## src/hw/rtl/ctm_pkg.sv

```systemverilog
// ctm_pkg: shared types and constants for the cassette tone modulator
// no dependencies; imported by every module of the block

package ctm_pkg;

    // fixed field widths
    localparam int FUNC_W   = 2;
    localparam int BYTE_W   = 8;
    localparam int CFG_W    = 16;
    localparam int CFG_IDX_W = 1;
    localparam int LEADER_W = 16;
    localparam int FBITS_W  = 4;
    localparam int TICKS_W  = 5;
    localparam int OUT_DATA_W = 8;

    // parameter defaults
    localparam int TICKS_PER_BIT_DEF = 16;
    localparam int FRAME_BITS_DEF    = 10;

    // register reset values
    localparam logic [LEADER_W-1:0] LEADER_RESET = 16'd15000;

    // event kinds
    typedef enum logic [FUNC_W-1:0] {
        FUNC_TICK        = 2'd0,
        FUNC_SEND        = 2'd1,
        FUNC_CARRIER_ON  = 2'd2,
        FUNC_CARRIER_OFF = 2'd3
    } t_func;

    // configuration register indexes
    typedef enum logic [CFG_IDX_W-1:0] {
        CFG_TAPE_ENABLE   = 1'b0,
        CFG_LEADER_LENGTH = 1'b1
    } t_cfg_idx;

    // one result item
    typedef struct packed {
        logic byte_request;
        logic tone_phase;
        logic tape_level;
    } t_result;

endpackage

```

## src/hw/rtl/ctm_core.sv

```systemverilog
// ctm_core: modulator state, configuration registers and per-event update
// depends on ctm_pkg

module ctm_core
    import ctm_pkg::*;
#(
    parameter int TICKS_PER_BIT = TICKS_PER_BIT_DEF,
    parameter int FRAME_BITS    = FRAME_BITS_DEF
) (
    input  logic                 i_clk,
    input  logic                 i_rst_n,
    input  logic                 i_cfg_we,
    input  logic [CFG_IDX_W-1:0] i_cfg_index,
    input  logic [CFG_W-1:0]     i_cfg_data,
    input  logic                 i_accept,
    input  logic [FUNC_W-1:0]    i_func,
    input  logic [BYTE_W-1:0]    i_byte,
    output t_result              o_result
);

    localparam logic [TICKS_W-1:0] TPB    = TICKS_W'(TICKS_PER_BIT);
    localparam logic [FBITS_W-1:0] FBITS  = FBITS_W'(FRAME_BITS);
    localparam int                 STOP_W = FRAME_BITS - BYTE_W - 1;

    logic                  r_tape_enable;
    logic [LEADER_W-1:0]   r_leader_length;
    logic                  r_tone_bit, n_tone_bit;
    logic                  r_level, n_level;
    logic [LEADER_W-1:0]   r_leader_count, n_leader_count;
    logic [FBITS_W-1:0]    r_frame_bits_left, n_frame_bits_left;
    logic [TICKS_W-1:0]    r_ticks_left, n_ticks_left;
    logic [FRAME_BITS-1:0] r_frame_shift, n_frame_shift;
    logic                  req;
    logic [LEADER_W-1:0]   leader_dec;
    logic [TICKS_W-1:0]    ticks_dec;
    logic [FBITS_W-1:0]    fbits_dec;

    // configuration writes
    always_ff @(posedge i_clk) begin
        if (!i_rst_n) begin
            r_tape_enable   <= 1'b0;
            r_leader_length <= LEADER_RESET;
        end else if (i_cfg_we) begin
            unique case (t_cfg_idx'(i_cfg_index))
                CFG_TAPE_ENABLE:   r_tape_enable   <= i_cfg_data[0];
                CFG_LEADER_LENGTH: r_leader_length <= i_cfg_data[LEADER_W-1:0];
                default:           r_tape_enable   <= r_tape_enable;
            endcase
        end
    end

    assign leader_dec = r_leader_count - LEADER_W'(1);
    assign ticks_dec  = r_ticks_left - TICKS_W'(1);
    assign fbits_dec  = r_frame_bits_left - FBITS_W'(1);

    // next state for one event
    always_comb begin
        n_tone_bit        = r_tone_bit;
        n_level           = r_level;
        n_leader_count    = r_leader_count;
        n_frame_bits_left = r_frame_bits_left;
        n_ticks_left      = r_ticks_left;
        n_frame_shift     = r_frame_shift;
        req               = 1'b0;
        unique case (t_func'(i_func))
            FUNC_TICK: begin
                n_tone_bit = ~r_tone_bit;
                if (!r_tape_enable) begin
                    req = 1'b0;
                end else if (r_leader_count != '0) begin
                    // leader tone toggles every tick
                    n_leader_count = leader_dec;
                    n_level        = leader_dec[0];
                    req            = (leader_dec == '0);
                end else if (r_frame_bits_left != '0) begin
                    // one toggles every tick, zero every two ticks
                    n_level      = r_frame_shift[0] ? r_ticks_left[0] : r_ticks_left[1];
                    n_ticks_left = ticks_dec;
                    if (ticks_dec == '0) begin
                        n_frame_bits_left = fbits_dec;
                        n_frame_shift     = r_frame_shift >> 1;
                        if (fbits_dec == '0) begin
                            req = 1'b1;
                        end else begin
                            n_ticks_left = TPB;
                        end
                    end
                end else begin
                    // idle asks for more
                    req = 1'b1;
                end
            end
            FUNC_SEND: begin
                // start bit low, data lsb first, stop bits high
                n_frame_shift     = {{STOP_W{1'b1}}, i_byte, 1'b0};
                n_frame_bits_left = FBITS;
                n_ticks_left      = TPB;
            end
            FUNC_CARRIER_ON: begin
                n_leader_count = r_leader_length;
            end
            FUNC_CARRIER_OFF: begin
                n_leader_count = '0;
            end
            default: begin
                n_leader_count = r_leader_count;
            end
        endcase
    end

    // state update on accepted request
    always_ff @(posedge i_clk) begin
        if (!i_rst_n) begin
            r_tone_bit        <= 1'b0;
            r_level           <= 1'b0;
            r_leader_count    <= '0;
            r_frame_bits_left <= '0;
            r_ticks_left      <= '0;
            r_frame_shift     <= '0;
        end else if (i_accept) begin
            r_tone_bit        <= n_tone_bit;
            r_level           <= n_level;
            r_leader_count    <= n_leader_count;
            r_frame_bits_left <= n_frame_bits_left;
            r_ticks_left      <= n_ticks_left;
            r_frame_shift     <= n_frame_shift;
        end
    end

    // result reflects the updated state
    assign o_result.tape_level   = n_level;
    assign o_result.tone_phase   = n_tone_bit;
    assign o_result.byte_request = req;

endmodule

```

## src/hw/rtl/ctm_out_reg.sv

```systemverilog
// ctm_out_reg: registered output stage of the result stream
// depends on ctm_pkg

module ctm_out_reg
    import ctm_pkg::*;
(
    input  logic    i_clk,
    input  logic    i_rst_n,
    input  logic    i_valid,
    output logic    o_ready,
    input  t_result i_result,
    output logic    o_valid,
    input  logic    i_ready,
    output t_result o_result
);

    logic    r_valid;
    t_result r_result;

    // take a new result when empty or when the held one leaves
    assign o_ready = !r_valid || i_ready;

    always_ff @(posedge i_clk) begin
        if (!i_rst_n) begin
            r_valid <= 1'b0;
        end else if (o_ready) begin
            r_valid <= i_valid;
        end
    end

    always_ff @(posedge i_clk) begin
        if (o_ready && i_valid) begin
            r_result <= i_result;
        end
    end

    assign o_valid  = r_valid;
    assign o_result = r_result;

endmodule

```

## src/hw/rtl/cassette_tone_modulator.sv

```systemverilog
// cassette_tone_modulator: top level of the cassette output modulator
// depends on ctm_pkg, ctm_core and ctm_out_reg

// Cassette output modulator in the Kansas City style. Each request on the
// slave stream is one event (tick, send byte, carrier on, carrier off) and
// yields exactly one result on the master stream: the tape level, the tone
// phase and a byte request flag. Events are taken one per clock; the
// modulator state updates in the cycle of acceptance and the result sits in
// one output register, so a new event is accepted whenever that register is
// empty or is being drained in the same cycle. Configuration (tape enable,
// leader length) is written through the plain write port; the user must do
// so only while the block is idle, which the block itself does not enforce.

module cassette_tone_modulator
    import ctm_pkg::*;
#(
    parameter int TICKS_PER_BIT = TICKS_PER_BIT_DEF,
    parameter int FRAME_BITS    = FRAME_BITS_DEF
) (
    input  logic                  i_clk,
    input  logic                  i_rst_n,
    // configuration write port
    input  logic                  i_cfg_we,
    input  logic [CFG_IDX_W-1:0]  i_cfg_index,
    input  logic [CFG_W-1:0]      i_cfg_data,
    // event stream
    input  logic                  s_axis_tvalid,
    output logic                  s_axis_tready,
    input  logic [BYTE_W-1:0]     s_axis_tdata,   // [7:0] byte_in
    input  logic [FUNC_W-1:0]     s_axis_tuser,   // [1:0] func
    // result stream
    output logic                  m_axis_tvalid,
    input  logic                  m_axis_tready,
    output logic [OUT_DATA_W-1:0] m_axis_tdata    // [0] tape_level, [1] tone_phase,
                                                  // [2] byte_request, [7:3] zero
);

    logic    accept;
    t_result core_result;
    t_result out_result;

    assign accept = s_axis_tvalid && s_axis_tready;

    // modulator state and event update
    ctm_core #(
        .TICKS_PER_BIT (TICKS_PER_BIT),
        .FRAME_BITS    (FRAME_BITS)
    ) u_core (
        .i_clk       (i_clk),
        .i_rst_n     (i_rst_n),
        .i_cfg_we    (i_cfg_we),
        .i_cfg_index (i_cfg_index),
        .i_cfg_data  (i_cfg_data),
        .i_accept    (accept),
        .i_func      (s_axis_tuser),
        .i_byte      (s_axis_tdata),
        .o_result    (core_result)
    );

    // result register
    ctm_out_reg u_out_reg (
        .i_clk    (i_clk),
        .i_rst_n  (i_rst_n),
        .i_valid  (s_axis_tvalid),
        .o_ready  (s_axis_tready),
        .i_result (core_result),
        .o_valid  (m_axis_tvalid),
        .i_ready  (m_axis_tready),
        .o_result (out_result)
    );

    assign m_axis_tdata = {5'b0, out_result.byte_request, out_result.tone_phase,
                           out_result.tape_level};

endmodule
```

## config.mk

```make
export PLATFORM = sky130hd
export DESIGN_NAME = cassette_tone_modulator
export DESIGN_NICKNAME = d
export VERILOG_FILES = /design/src/hw/rtl/ctm_pkg.sv /design/src/hw/rtl/ctm_core.sv /design/src/hw/rtl/ctm_out_reg.sv /design/src/hw/rtl/cassette_tone_modulator.sv
export SDC_FILE = /design/constraint.sdc
export NUM_CORES = 1
export LEC_CHECK = 0
export ABC_AREA = 1
export BUFFER_PORTS_ARGS = -buffer_cell sky130_fd_sc_hd__buf_2
export CORE_MARGIN = 5
export CORE_UTILIZATION = 35
export DETAILED_ROUTE_END_ITERATION = 10
export PLACE_DENSITY_LB_ADDON = 0.1
export SYNTH_ARGS = -nofsm -noshare
export SYNTH_HDL_FRONTEND = slang
export SYNTH_SLANG_ARGS = --single-unit
```

## constraint.sdc

```tcl
create_clock -name i_clk -period 1.65 [get_ports i_clk]
set_input_delay 0.0825 -clock i_clk [delete_from_list [all_inputs] [get_ports i_clk]]
set_output_delay 0.0825 -clock i_clk [all_outputs]
set_load 0.005 [all_outputs]
```

# Word-level counts from Yosys, hierarchy flattened
# Index checks and enable logic that the tools add are counted.
classes:
  addsub: 3
  n_eq_ne: 8
  mux: 29
  n_bitwise: 2
  n_reduce_logical: 17
op_table:
  columns: ["cell", "count"]
  rows:
  - ["16-bit one-hot mux with 3 select lines", 1]
  - ["10-bit two-way mux", 4]
  - ["16-bit two-way mux", 2]
  - ["5-bit two-way mux", 5]
  - ["10-bit one-hot mux with 2 select lines", 1]
  - ["16-bit zero test", 1]
  - ["4-bit two-way mux", 4]
  - ["16-bit nonzero test", 1]
  - ["16-bit by 1-bit subtractor with 16-bit output, second input constant", 1]
  - ["1-bit two-way mux", 10]
  - ["5-bit one-hot mux with 2 select lines", 1]
  - ["2-bit by 1-bit inequality test with 1-bit output, second input constant", 4]
  - ["4-bit one-hot mux with 2 select lines", 1]
  - ["2-bit AND reduction", 3]
  - ["6-bit AND reduction", 1]
  - ["5-bit zero test", 1]
  - ["5-bit AND reduction", 1]
  - ["5-bit by 1-bit subtractor with 5-bit output, second input constant", 1]
  - ["2-bit equality test, second input constant", 2]
  - ["4-bit zero test", 1]
  - ["4-bit AND reduction", 1]
  - ["4-bit nonzero test", 1]
  - ["4-bit by 1-bit subtractor with 4-bit output, second input constant", 1]
  - ["3-bit nonzero test", 1]
  - ["8 further kinds", 9]
word_totals:
  regBits: 58
  in_bits: 32
  output_inout_bits: 10

# Depth between registers and ports, before layout
# Gate-level depths: netlist (run 1).
depth:
  word_depth: 8
  depth_mapped: 13
  mapped_depth_nobuf: 12

# Modules after synthesis
# Synthesis (run 1) repeated with hierarchy kept, for this count alone.
hier_totals:
  hier_cells: 498
  area_unflattened_um2: 3320.7
modules_own_cells:
  columns: ["mod", "instances", "cells_each", "area_each_um2", "seq_area_each_um2"]
  rows:
  - ["ctm_core", 1, 480, 3130.5, 1081.0]
  - ["ctm_out_reg", 1, 10, 141.4, 110.1]
  - ["cassette_tone_modulator", 1, 8, 48.8, 0.0]

# Worst setup path after synthesis (run 1)
# No wires, ideal clock.
synth_path:
  kind: "flip-flop to flip-flop"
  startpoint: "register u_core.r_leader_count[0]"
  endpoint: "register u_core.r_leader_count[6]"
  setup_ns: 0.120
  arrival_time_ns: 1.587
  required_time_ns: 1.530
  slack_ns: -0.057
  path_stages_with_launch: 13
  path_buffers: 1
  synth_period_minus_slack_ns: 1.707
  cell_sequence: "dfxtp_1 -> inv_1 -> ha_1 -> nand2_1 -> nor2_2 -> nand2_1 -> nor3_1 -> nand2_1 -> nand2_2 -> inv_2 -> buf_6 -> o21ai_0 -> a21oi_1"
synth_via:
  elab_chain_cells: 4
synth_lines:
  columns: ["element", "line_no", "rtl"]
  rows:
  - ["from (decl)", "ctm_core.sv:29", "logic [LEADER_W-1:0] r_leader_count, n_leader_count;"]
  - ["from (signal assigned)", "ctm_core.sv:123", "r_leader_count <= n_leader_count;"]
  - ["16-bit by 1-bit subtractor with 16-bit output", "ctm_core.sv:52", "assign leader_dec = r_leader_count - LEADER_W'(1);"]
  - ["16-bit two-way mux", "ctm_core.sv:70", "end else if (r_leader_count != '0) begin"]
  - ["16-bit two-way mux", "ctm_core.sv:68", "if (!r_tape_enable) begin"]
  - ["16-bit one-hot mux with 3 select lines", "ctm_core.sv:65", "unique case (t_func'(i_func))"]
# Parallel ways exist; a longest one is shown, timed or not. The select of a mux whose other input is x is not followed.
# A chain may end at the register's enable or synchronous reset.

# Final worst setup path (run 1)
layout_path:
  startpoint: "register u_core.r_ticks_left[1]"
  endpoint: "register u_core.r_frame_bits_left[3]"
layout_via:
  elab_chain_cells: 4
layout_lines:
  columns: ["element", "line_no", "rtl"]
  rows:
  - ["from (decl)", "ctm_core.sv:31", "logic [TICKS_W-1:0] r_ticks_left, n_ticks_left;"]
  - ["from (signal assigned)", "ctm_core.sv:125", "r_ticks_left <= n_ticks_left;"]
  - ["5-bit by 1-bit subtractor with 5-bit output", "ctm_core.sv:53", "assign ticks_dec = r_ticks_left - TICKS_W'(1);"]
  - ["5-bit zero test", "ctm_core.sv:79", "if (ticks_dec == '0) begin"]
  - ["2-bit by 1-bit inequality test with 1-bit output (no source line)", null, null]
  - ["6-bit AND reduction (no source line)", null, null]
  - ["to (signal assigned)", "ctm_core.sv:124", "r_frame_bits_left <= n_frame_bits_left;"]
  - ["to (decl)", "ctm_core.sv:30", "logic [FBITS_W-1:0] r_frame_bits_left, n_frame_bits_left;"]
# Every way passes these cells.

==> results of run 1 <==
==> state kept, by name, indices dropped and copies added (netlist names) <==
signal and flops:
u_core.r_leader_count 16, u_core.r_leader_length 16, u_core.r_frame_shift 10, u_core.r_ticks_left 5, u_core.r_frame_bits_left 4, u_out_reg.o_result 3, u_core.r_level 1, u_core.r_tape_enable 1
u_core.r_tone_bit 1, u_out_reg.o_valid 1
==> area by class of cell <==
class	count	area, sq um	share of cell area, %
multi-input cells	364	1980	44.4
inverters	54	210	4.72
well taps	111	139	3.12
flip-flops and latches	58	1190	26.8
repair buffers	99	721	16.2
clock inverters	4	47.5	1.07
clock buffers	12	166	3.74
==> metrics by stage <==
step	TNS [ns]	worst slack, ns	hold WS, ns	instance area, sq um
floorplan	0	0.00534	0.196	3270
global placement	-0.315	-0.0623	0.280	3780
detailed placement	-0.677	-0.117	0.285	3780
CTS	0	0.00534	0.00338	4180
global route	-2.50	-0.165	0.0286	4450
finish	-0.0306	-0.0188	0.0151	4450
==> cell families after synthesis <==
kind of cell,Yosys count,share of synthesized area [%]
adders and majority gates,6,2.32
DFF,58,36.8
buffers and inverters,74,10.0
other,1,0.116
AOI/OAI and AO/OA,85,14.1
xor gates and xnor gates,8,2.16
and+or+nand+nor,259,34.5
==> metal layers <==
| metal | up-vias | track usage (%) | wire, microns | share of wire, % |
|---|---|---|---|---|
| met2 | 61 | 24.6 | 3920 | 44 |
| li1 | 1748 | - | - | - |
| met4 | 0 | 3.89 | 103 | 1.2 |
| met3 | 11 | 3.95 | 452 | 5.1 |
| met1 | 1512 | 21.7 | 4370 | 49 |
| met5 | - | 0 | 0 | 0 |
==> power groups by stage <==
stage | Combinational (mW) | Sequential (mW) | Clock [mW]
6_report | 1.11 | 1.57 | 1.43
5_1_grt | 1.25 | 1.58 | 1.55
4_1_cts | 0.983 | 1.57 | 1.47
3_5_place_dp | 0.929 | 1.60 | 0
3_3_place_gp | 0.925 | 1.60 | 0
2_1_floorplan | 0.608 | 1.58 | 0
==> layout by cell type, fill, tap and decap left out, types with 2 or more instances in the layout <==
cell and count:
nand2_1 105, nor2_1 80, dfxtp_1 53, inv_1 43
buf_4 43, buf_2 36, o21ai_0 35, nand3_1 25
a21oi_1 23, dlygate4sd3_1 13, nand2_2 12, o21ai_1 11
clkbuf_8 10, nor2_2 9, inv_2 8, nor2_4 6
a22oi_1 6, buf_6 6, nand2_4 5, conb_1 5
xor2_1 4, ha_1 4, nand3_2 3, nand3_4 3
nand3b_1 3, o21ai_2 3, a21oi_2 3, edfxtp_1 3
o211ai_1 2, xnor2_1 2, nand2_8 2, xnor2_2 2
nor3_1 2, ha_4 2, clkinv_2 2, dfxtp_2 2
==> how the worst min path moves through the flow <==
| stage | slack (ns) | endpoint | from | cells past startpoint |
|---|---|---|---|---|
| final | 0.02 | u_core.r_leader_length[8] | i_cfg_data[8] | 3 |
| after global routing | 0.03 | u_core.r_leader_length[8] | i_cfg_data[8] | 3 |
| after CTS | 0.003 | u_core.r_leader_length[8] | i_cfg_data[8] | 3 |
| after detailed placement | 0.29 | u_core.r_leader_length[13] | i_cfg_data[13] | 3 |
| after global placement | 0.28 | u_core.r_leader_length[13] | i_cfg_data[13] | 3 |
| after floorplan | 0.20 | u_core.r_leader_length[11] | i_cfg_data[11] | 2 |
==> timing repair <==
| action | CTS | global route |
|---|---|---|
| pin swaps | 5 | 24 |
| setup endpoints to repair | 20 | 38 |
| hold buffers | 13 | 0 |
| hold endpoints to repair | 13 | 0 |
| buffers inserted | 1 | 6 |
| gates resized for setup | 15 | 68 |
| cloned | 0 | 2 |
==> tightest hold or removal path, stage by stage <==
cell and delay [ns]:
buf_2 0.07, o21ai_0 0.08, nor2_1 0.08
==> results.md, run 1 <==
* Die ar. at 11,300 sq um
* Layout Utilization at 48.9%
* Post-DRT Antenna Nets at 0
* Io pins at 42
* Crit. End Element: register
* Sequential share of power at 38.2%
* Reg2reg end: u_core.r_frame_bits_left[3]
* Max incr delay on CP at 0.32 ns
* Gr usage total at 15.7%
* Crit path max-delay family: simple AND/OR/NAND/NOR gates
* DP HPWL at 6.18 mm
* Cell Count, Final, Fillers Out at 702
* GPL Wtd Cong at 0.880
* Post-synth top area share at 34.0%
* Sw Ratio at 31.3%
* CTS Buf Count at 9
* Final hold violations at 0
* Max IR drop VDD at 0.383 mV
* Worst-path fanout max at 5
* Pwr dens at 925 nW/um^2
* Die Height at 106 microns
* Maximum clock rate at 599 MHz
* Max Buffers Root-to-Sink at 2
* Num Clock Sinks at 58
* CP bufs+invs at 2
* Vias per cell at 4.75
* Netlist Area Pre-Place at 3240 sq um
* Clk_lat worst skew at 0.34 ns
* Final worst path period need at 1.67 ns
* Total power at 4.12 mW
* Total number of vias at 3,332
* PortBufs at 36
* TritonRoute pass-1 iters at 4
* Register-to-Register Path Depth at 11
* Unrepaired setup endpoints after global routing: true
* Inst Count DP at 664
* Initial DRC count at 138
* Vias in the first global route at 3,098
* Final Skew at 0.0125 ns
* Initial antenna violation count at 0
* WL/cell at 12.6 microns
* Clk slew on worst S/H paths at 0.07 ns
* Post-synth EDFFs at 3
* P_sw at 1.29 mW
* Count of max-cap constraint violations at 0
* H-tree depth at 3
* CP required at 1.89 ns
* Syn. warnings at 0
* Die width at 106 microns
* Root Driver: clkbuf_8
* Post-synth ARST share at 0%
* Layout cell share with drive strength beyond 1 at 28.4%
* Synth cell types at 34
* Final worst setup slack at -0.0188 ns
* Avg Cell Area, Syn at 6.59 sq um
* WS Path Type: register to register
* Register area share after synthesis at 36.8%
* TritonCTS clock tree: yes
* Post-synth top cells: nand2_1 (115), nor2_1 (87), dfxtp_1 (55)
* Crit path from: u_core.r_ticks_left[1]
* FILL cells at 954
* Layout area overhead at 37.5%
* Min-delay worst type: input port to register
* End of the critical path: u_core.r_frame_bits_left[3]
* Synth area leaders: dfxtp_1 (34%), nand2_1 (13%), nor2_1 (10%)
* Post-synth top area cell: dfxtp_1
* Worst path depth at 11
* Violated checks: setup timing
* Internal Pwr Total at 2.83 mW
* Worst Path Arrival at 1.91 ns
* P_leak at 2.11 nW
* Worst r2r src: u_core.r_ticks_left[1]
* GRT Residual Overflow at 0
* Post-Synthesis Cells at 491
* Combinational fraction of design power at 27.0%
* Seq cells post-synth at 58
* Critical path cell sequence: inv_2 -> ha_4 -> nand3_4 -> xnor2_2 -> nor2_1 -> nand2_1 -> nand2_4 -> buf_6 -> nand3b_1 -> nand2_1 -> nor2_1
* Slew Limit Fails at 0
* Core area at 9110 sq um
* Initial core utilization at 35.5%
* CP Launch Type: register
* Slowest cell on the critical path: dfxtp_1
* Ant. Diodes at 0
* DRC Markers at 0
* Pin count of the biggest net entering global routing at 28
* Ys flop type: dfxtp_1
* Clk network pwr share at 34.8%
* Tcrit/Tclk final at 101%
* Most frequent cell after synthesis: nand2_1
* First-pass GRT wire length at 14.4 mm
* Reg2Reg Setup Slack at -0.02 ns
* WL final at 8.85 mm
* Status: complete, but fails checks
* Final setup violation count at 5
* Nets at 624
* Row Count at 35
(Power assumes the default switching activity.)
==> inputs of run 2 (changes only) <==
- ABC_AREA: 1 -> unset
- GPL_TIMING_DRIVEN: unset -> 0
==> results.md, run 2 <==
* Status: complete, but fails checks
* Worst hold start: i_cfg_data[15]
* Maximum clock rate at 444 MHz
* GR peak layer: met2
* Tcrit/Tclk final at 136%
* Met2 Use GR at 27.3%
* Cell Count, Final, Fillers Out at 648
* CP Launch Type: register
* Avg Cell Area, Syn at 7.96 sq um
* WL/cell at 16.3 microns
* Total number of vias at 3,546
* Pre-CTS WS at -0.691 ns
* Pwr dens at 908 nW/um^2
* PortBufs at 35
* Vias per cell at 5.47
* Initial DRC count at 253
* Pin count of the biggest net entering global routing at 11
* H-tree depth at 3
* Root Driver: clkbuf_8
* Most common cell after layout, fill and taps aside: nand2_1
* Register area share after synthesis at 35.5%
* Regs by FF count: u_core.r_leader_count x16, u_core.r_leader_length x16, u_core.r_frame_shift x10
* Max Buffers Root-to-Sink at 2
* WS Path Type: register to register
* Synth area leaders: dfxtp_1 (33%), nand2_1 (7.3%), o211a_1 (3.9%)
* Final worst setup slack at -0.602 ns
* First-pass GRT wire length at 17.1 mm
* TritonRoute pass-1 iters at 5
* Met1 GRT Util at 26.5%
* Count of max-cap constraint violations at 0
* Layout cell share with drive strength beyond 1 at 27.0%
* TritonCTS clock tree: yes
* Syn. warnings at 0
* Final Skew at 0.0107 ns
* Violated checks: setup timing
* GRT Residual Overflow at 0
* GPL Wtd Cong at 0.871
* Initial core utilization at 36.1%
* Layout area overhead at 36.2%
* Nets at 554
* Slew Limit Fails at 0
* Die ar. at 11,600 sq um
* Unrepaired setup endpoints after global routing: true
* Seq cells post-synth at 58
* Post-DRT Antenna Nets at 0
* Post-synth top cells: nand2_1 (65), dfxtp_1 (55), nor2_1 (27)
* Final worst path period need at 2.25 ns
* Most frequent cells in the layout: nand2_1 (65), dfxtp_1 (52), buf_2 (38)
* WHS Endpoint: u_core.r_leader_length[15]
* P_leak at 1.92 nW
* Clk slew on worst S/H paths at 0.07 ns
* Final setup violation count at 38
* DRC Markers at 0
* Worst Path Arrival at 2.45 ns
* Die width at 108 microns
* Slew headroom at 50.6%
* WL final at 10.6 mm
* Post-synth ARST share at 0%
* Ys flop type: dfxtp_1
* Clk_lat worst skew at 0.35 ns
* Vias in the first global route at 3,308
* Io pins at 42
* Min-delay worst type: input port to register
* Final hold violations at 0
* Crit. End Element: register
* Post-synth top area cell: dfxtp_1
* CTS Buf Count at 9
* Netlist Area Pre-Place at 3350 sq um
* CP required at 1.85 ns
* Max IR drop VDD at 0.442 mV
* Hold path cells at 3
* Ant. Diodes at 0
* Die Height at 108 microns
* Post-synth top area share at 32.9%
* Worst-margin pin slew at 0.741 ns
* Worst-path fanout max at 5
* Reg2reg end: u_out_reg.o_result[2]
* DP HPWL at 7.07 mm
* Gr usage total at 18.4%
* Core area at 9280 sq um
* Row Count at 35
* Global Route met3 Usage at 3.24%
* Reg2Reg Setup Slack at -0.60 ns
* Register-to-Register Path Depth at 7
* Initial antenna violation count at 0
* Synth cell types at 67
* Num Clock Sinks at 58
* Post-Synthesis Cells at 421
* Most frequent cell after synthesis: nand2_1
* Worst r2r src: u_core.r_leader_count[7]
* Inst Count DP at 589
* Post-synth EDFFs at 3
run 2: worst max-delay path by stage:
stage | endpoint | slack (ns) | cells past startpoint | start
floorplan | u_out_reg.o_result[2] | -0.39 | 7 | u_core.r_leader_count[7]
global placement | u_core.r_frame_shift[0] | -0.68 | 9 | u_core.r_leader_count[0]
detailed placement | u_core.r_frame_shift[0] | -0.69 | 9 | u_core.r_leader_count[0]
CTS | u_core.r_ticks_left[4] | -0.56 | 9 | u_core.r_leader_count[0]
global route | u_out_reg.o_result[2] | -0.65 | 7 | u_core.r_leader_count[7]
finish | u_out_reg.o_result[2] | -0.60 | 7 | u_core.r_leader_count[7]
run 2: logic make-up (layout without fill, tap and decap cells):
logic type	Yosys count	after routing	share of synthesized area, %
AND/OR/NAND/NOR	187	187	28.9
AO/OA/AOI/OAI	114	114	24.3
flip-flops	58	58	35.5
buffers and inverters	46	140	6.42
XOR/XNOR	7	7	1.83
adder cells (fa/ha/maj)	6	6	2.24
multiplexers	2	2	0.597
other	1	5	0.112
run 2: layout make-up:
cell class | count | area (sq um)
clock inverter | 2 | 10.0
inverter | 14 | 57.6
buffer | 31 | 186
multi-input combinational | 321 | 2150
tap | 129 | 161
fill | 931 | 4720
clock buffer | 12 | 176
sequential | 58 | 1200
timing repair buffer | 81 | 623
run 2: metal layers:
layer	wire length [microns]	part of all wire (%)
met1	5190	49
met2	4620	44
met3	549	5.2
met4	196	1.9
met5	0	0
run 2: repair_timing:
action                                  in CTS  in global routing
resized for setup                           42                 23
setup buffers                               18                 12
endpoints found under the setup margin      38                 43
hold buffers                                14                  0
endpoints found under the hold margin       14                  0
cloned                                       2                  0
pin swaps                                   17                 12
run 2: worst max-delay path, stage by stage, from the launching register on:
cell	delay (ns)
dfxtp_2	0.32
buf_6	0.11
or4_4	0.55
buf_4	0.18
or3_1	0.33
o31ai_1	0.23
nand4_1	0.19
o21ai_2	0.18
run 2: power by group:
| group | switching, mW | internal, mW |
|---|---|---|
| Combinational | 0.653 | 0.639 |
| Clock | 0.590 | 0.697 |
| Sequential | 0.0773 | 1.49 |
run 2: per-stage QoR:
step                hold slack [ns]  power, mW  area (sq um)  setup TNS [ns]  util [%]
finish                      0.00718       4.15          4560          -19.02      49.2
global route                 0.0342       4.33          4560          -21.77      49.2
CTS                        0.000547       4.04          4420          -18.12      47.6
detailed placement            0.297       2.47          3770          -23.21      40.6
global placement              0.291       2.47          3770          -22.62      40.6
floorplan                     0.203       2.24          3430          -11.94         -
==> inputs of run 3 (changes only) <==
--- a/config.mk
+++ b/config.mk
@@ -7,9 +7,9 @@
 export LEC_CHECK = 0
 export BUFFER_PORTS_ARGS = -buffer_cell sky130_fd_sc_hd__buf_2
-export CORE_MARGIN = 5
 export CORE_UTILIZATION = 35
 export DETAILED_ROUTE_END_ITERATION = 10
 export GPL_TIMING_DRIVEN = 0
 export PLACE_DENSITY_LB_ADDON = 0.1
+export RECOVER_POWER = 25
 export SYNTH_ARGS = -nofsm -noshare
 export SYNTH_HDL_FRONTEND = slang
==> constraint.sdc (replaced) <==
create_clock -name i_clk -period 1.65 [get_ports i_clk]
set_input_delay 0.165 -clock i_clk [delete_from_list [all_inputs] [get_ports i_clk]]
set_output_delay 0.165 -clock i_clk [all_outputs]
set_load 0.005 [all_outputs]
==> results.md, run 3 (synthesis results as in run 2) <==
* Multi-input logic area at 2220 sq um
* WL met3 at 480 microns
* Final Skew at 0.00934 ns
* Total power at 4.32 mW
* Core area at 9240 sq um
* GRT Residual Overflow at 0
* Status: complete, but fails checks
* DRC Markers at 0
* WHS Endpoint: u_core.r_leader_length[7]
* Reg2Reg Setup Slack at -0.57 ns
* Hold Buf Count CTS at 0
* Vias per cell at 5.39
* Worst hold start: i_cfg_data[7]
* Post-DRT Antenna Nets at 0
* Slew Limit Fails at 0
* H-tree depth at 3
* Max incr delay on CP at 0.56 ns
* Worst r2r src: u_core.r_leader_count[9]
* DP HPWL at 6.95 mm
* TritonRoute pass-1 iters at 5
* PortBufs at 35
* Initial core utilization at 36.3%
* Clk_lat worst skew at 0.34 ns
* Io pins at 42
* Final instance area at 4550 sq um
* P_leak at 1.88 nW
* DR WL met2 at 4.63 mm
* Final worst path period need at 2.22 ns
* Final hold violations at 0
* Reg2reg end: u_out_reg.o_result[2]
* Register-to-Register Path Depth at 7
* Slowest cell on the critical path: or4_4
* Most frequent cells in the layout: nand2_1 (63), dfxtp_1 (50), buf_2 (37)
* Die width at 99.8 microns
* Highest metal used: met4
* Maximum clock rate at 451 MHz
* Ant. Diodes at 0
* CP bufs+invs at 2
* Num Clock Sinks at 58
* Gr usage total at 21.6%
* Pwr dens at 950 nW/um^2
* GPL Wtd Cong at 0.851
* Die ar. at 9970 sq um
* Most common cell after layout, fill and taps aside: nand2_1
* First-pass GRT wire length at 16.6 mm
* Initial antenna violation count at 0
* Clk slew on worst S/H paths at 0.07 ns
* Worst-margin pin slew at 0.643 ns
* Count of max-cap constraint violations at 0
* Final worst setup slack at -0.566 ns
* Crit path max-delay family: simple AND/OR/NAND/NOR gates
* Row Count at 35
* Placed inst area at 3770 sq um
* FILL cells at 915
* Wl on met1 at 5.17 mm
* Cell Count, Final, Fillers Out at 638
* Min-delay worst type: input port to register
* WS Path Type: register to register
* Worst-path fanout max at 4
* Crit. End Element: register
* Vias in the first global route at 3,229
* Final setup violation count at 38
* Regs by FF count: u_core.r_leader_count x16, u_core.r_leader_length x16, u_core.r_frame_shift x10
* CP Launch Type: register
* Pin count of the biggest net entering global routing at 11
* Layout area overhead at 35.8%
* Slew headroom at 57.1%
* CTS Buf Count at 9
* Layout cell share with drive strength beyond 1 at 31.0%
* Critical path cell sequence: or4_4 -> buf_4 -> buf_4 -> a2111oi_2 -> o221ai_1 -> nand4_1 -> o21ai_1
* Critical Path Most Common Cell: buf_4
* Nets at 542
* Tcrit/Tclk final at 134%
* Die Height at 99.8 microns
* CP required at 1.74 ns
* Inst Count DP at 589
* Max IR drop VDD at 0.423 mV
* Hold path cells at 3
* Setup TNS at -15.84 ns
* Root Driver: clkbuf_8
* TritonCTS clock tree: yes
* Worst Path Arrival at 2.31 ns
* Total number of vias at 3,442
* Violated checks: setup timing
* Initial DRC count at 286
* WL/cell at 16.3 microns
* WL final at 10.4 mm
* Max Buffers Root-to-Sink at 2
* Unrepaired setup endpoints after global routing: true
* Hold Slack at 0.0275 ns
* Register area at 1200 sq um
-- run 3: power breakdown --
group | leakage, nW | internal [mW] | switching [mW]
logic | 1.28 | 0.629 | 0.657
registers | 0.483 | 1.49 | 0.0771
clock network | 0.115 | 0.850 | 0.618
-- run 3: worst register-to-register path: stages, from the launching register on --
cell and delay (ns):
dfxtp_4 0.35, or4_4 0.56, buf_4 0.16, buf_4 0.14, a2111oi_2 0.36, o221ai_1 0.15, nand4_1 0.14, o21ai_1 0.09
-- run 3: layout make-up --
type / instances / share of cell area, %
Multi-Input combinational cell: 321 / 48.9
Sequential cell: 58 / 26.5
Timing Repair Buffer: 71 / 11.1
Clock buffer: 14 / 4.73
Buffer: 29 / 3.74
Tap cell: 129 / 3.55
Inverter: 14 / 1.26
Clock inverter: 2 / 0.275
-- run 3: worst max-delay path by stage --
stage	startpoint	end	slack, ns	cells past startpoint
global route	u_core.r_leader_count[4]	u_out_reg.o_result[2]	-0.67	6
finish	u_core.r_leader_count[9]	u_out_reg.o_result[2]	-0.57	7
global placement	u_core.r_leader_count[0]	u_core.r_frame_shift[0]	-0.67	9
CTS	u_core.r_leader_count[0]	u_core.r_ticks_left[2]	-0.57	11
detailed placement	u_core.r_leader_count[0]	u_core.r_frame_shift[0]	-0.69	9
floorplan	u_core.r_leader_count[7]	u_out_reg.o_result[2]	-0.39	7
-- run 3: routing by layer --
metal  vias up  track usage [%]
li1       1701                -
met1      1630             30.1
met2       101             33.3
met3        10             3.90
met4         0             7.58
met5         -                0
-- run 3: stage by stage --
stage | utilization [%] | setup WS (ns)
final | 49.2 | -0.566
after global routing | 49.2 | -0.673
after CTS | 46.8 | -0.568
after detailed placement | 40.8 | -0.689
after global placement | 40.8 | -0.674
after floorplan | - | -0.395
-- run 3: repair_timing --
| item | in CTS | in global routing |
|---|---|---|
| pin swaps | 16 | 22 |
| endpoints found under the setup margin | 38 | 39 |
| gates cloned | 2 | 0 |
| buffers inserted | 21 | 14 |
| gates resized for setup | 45 | 46 |
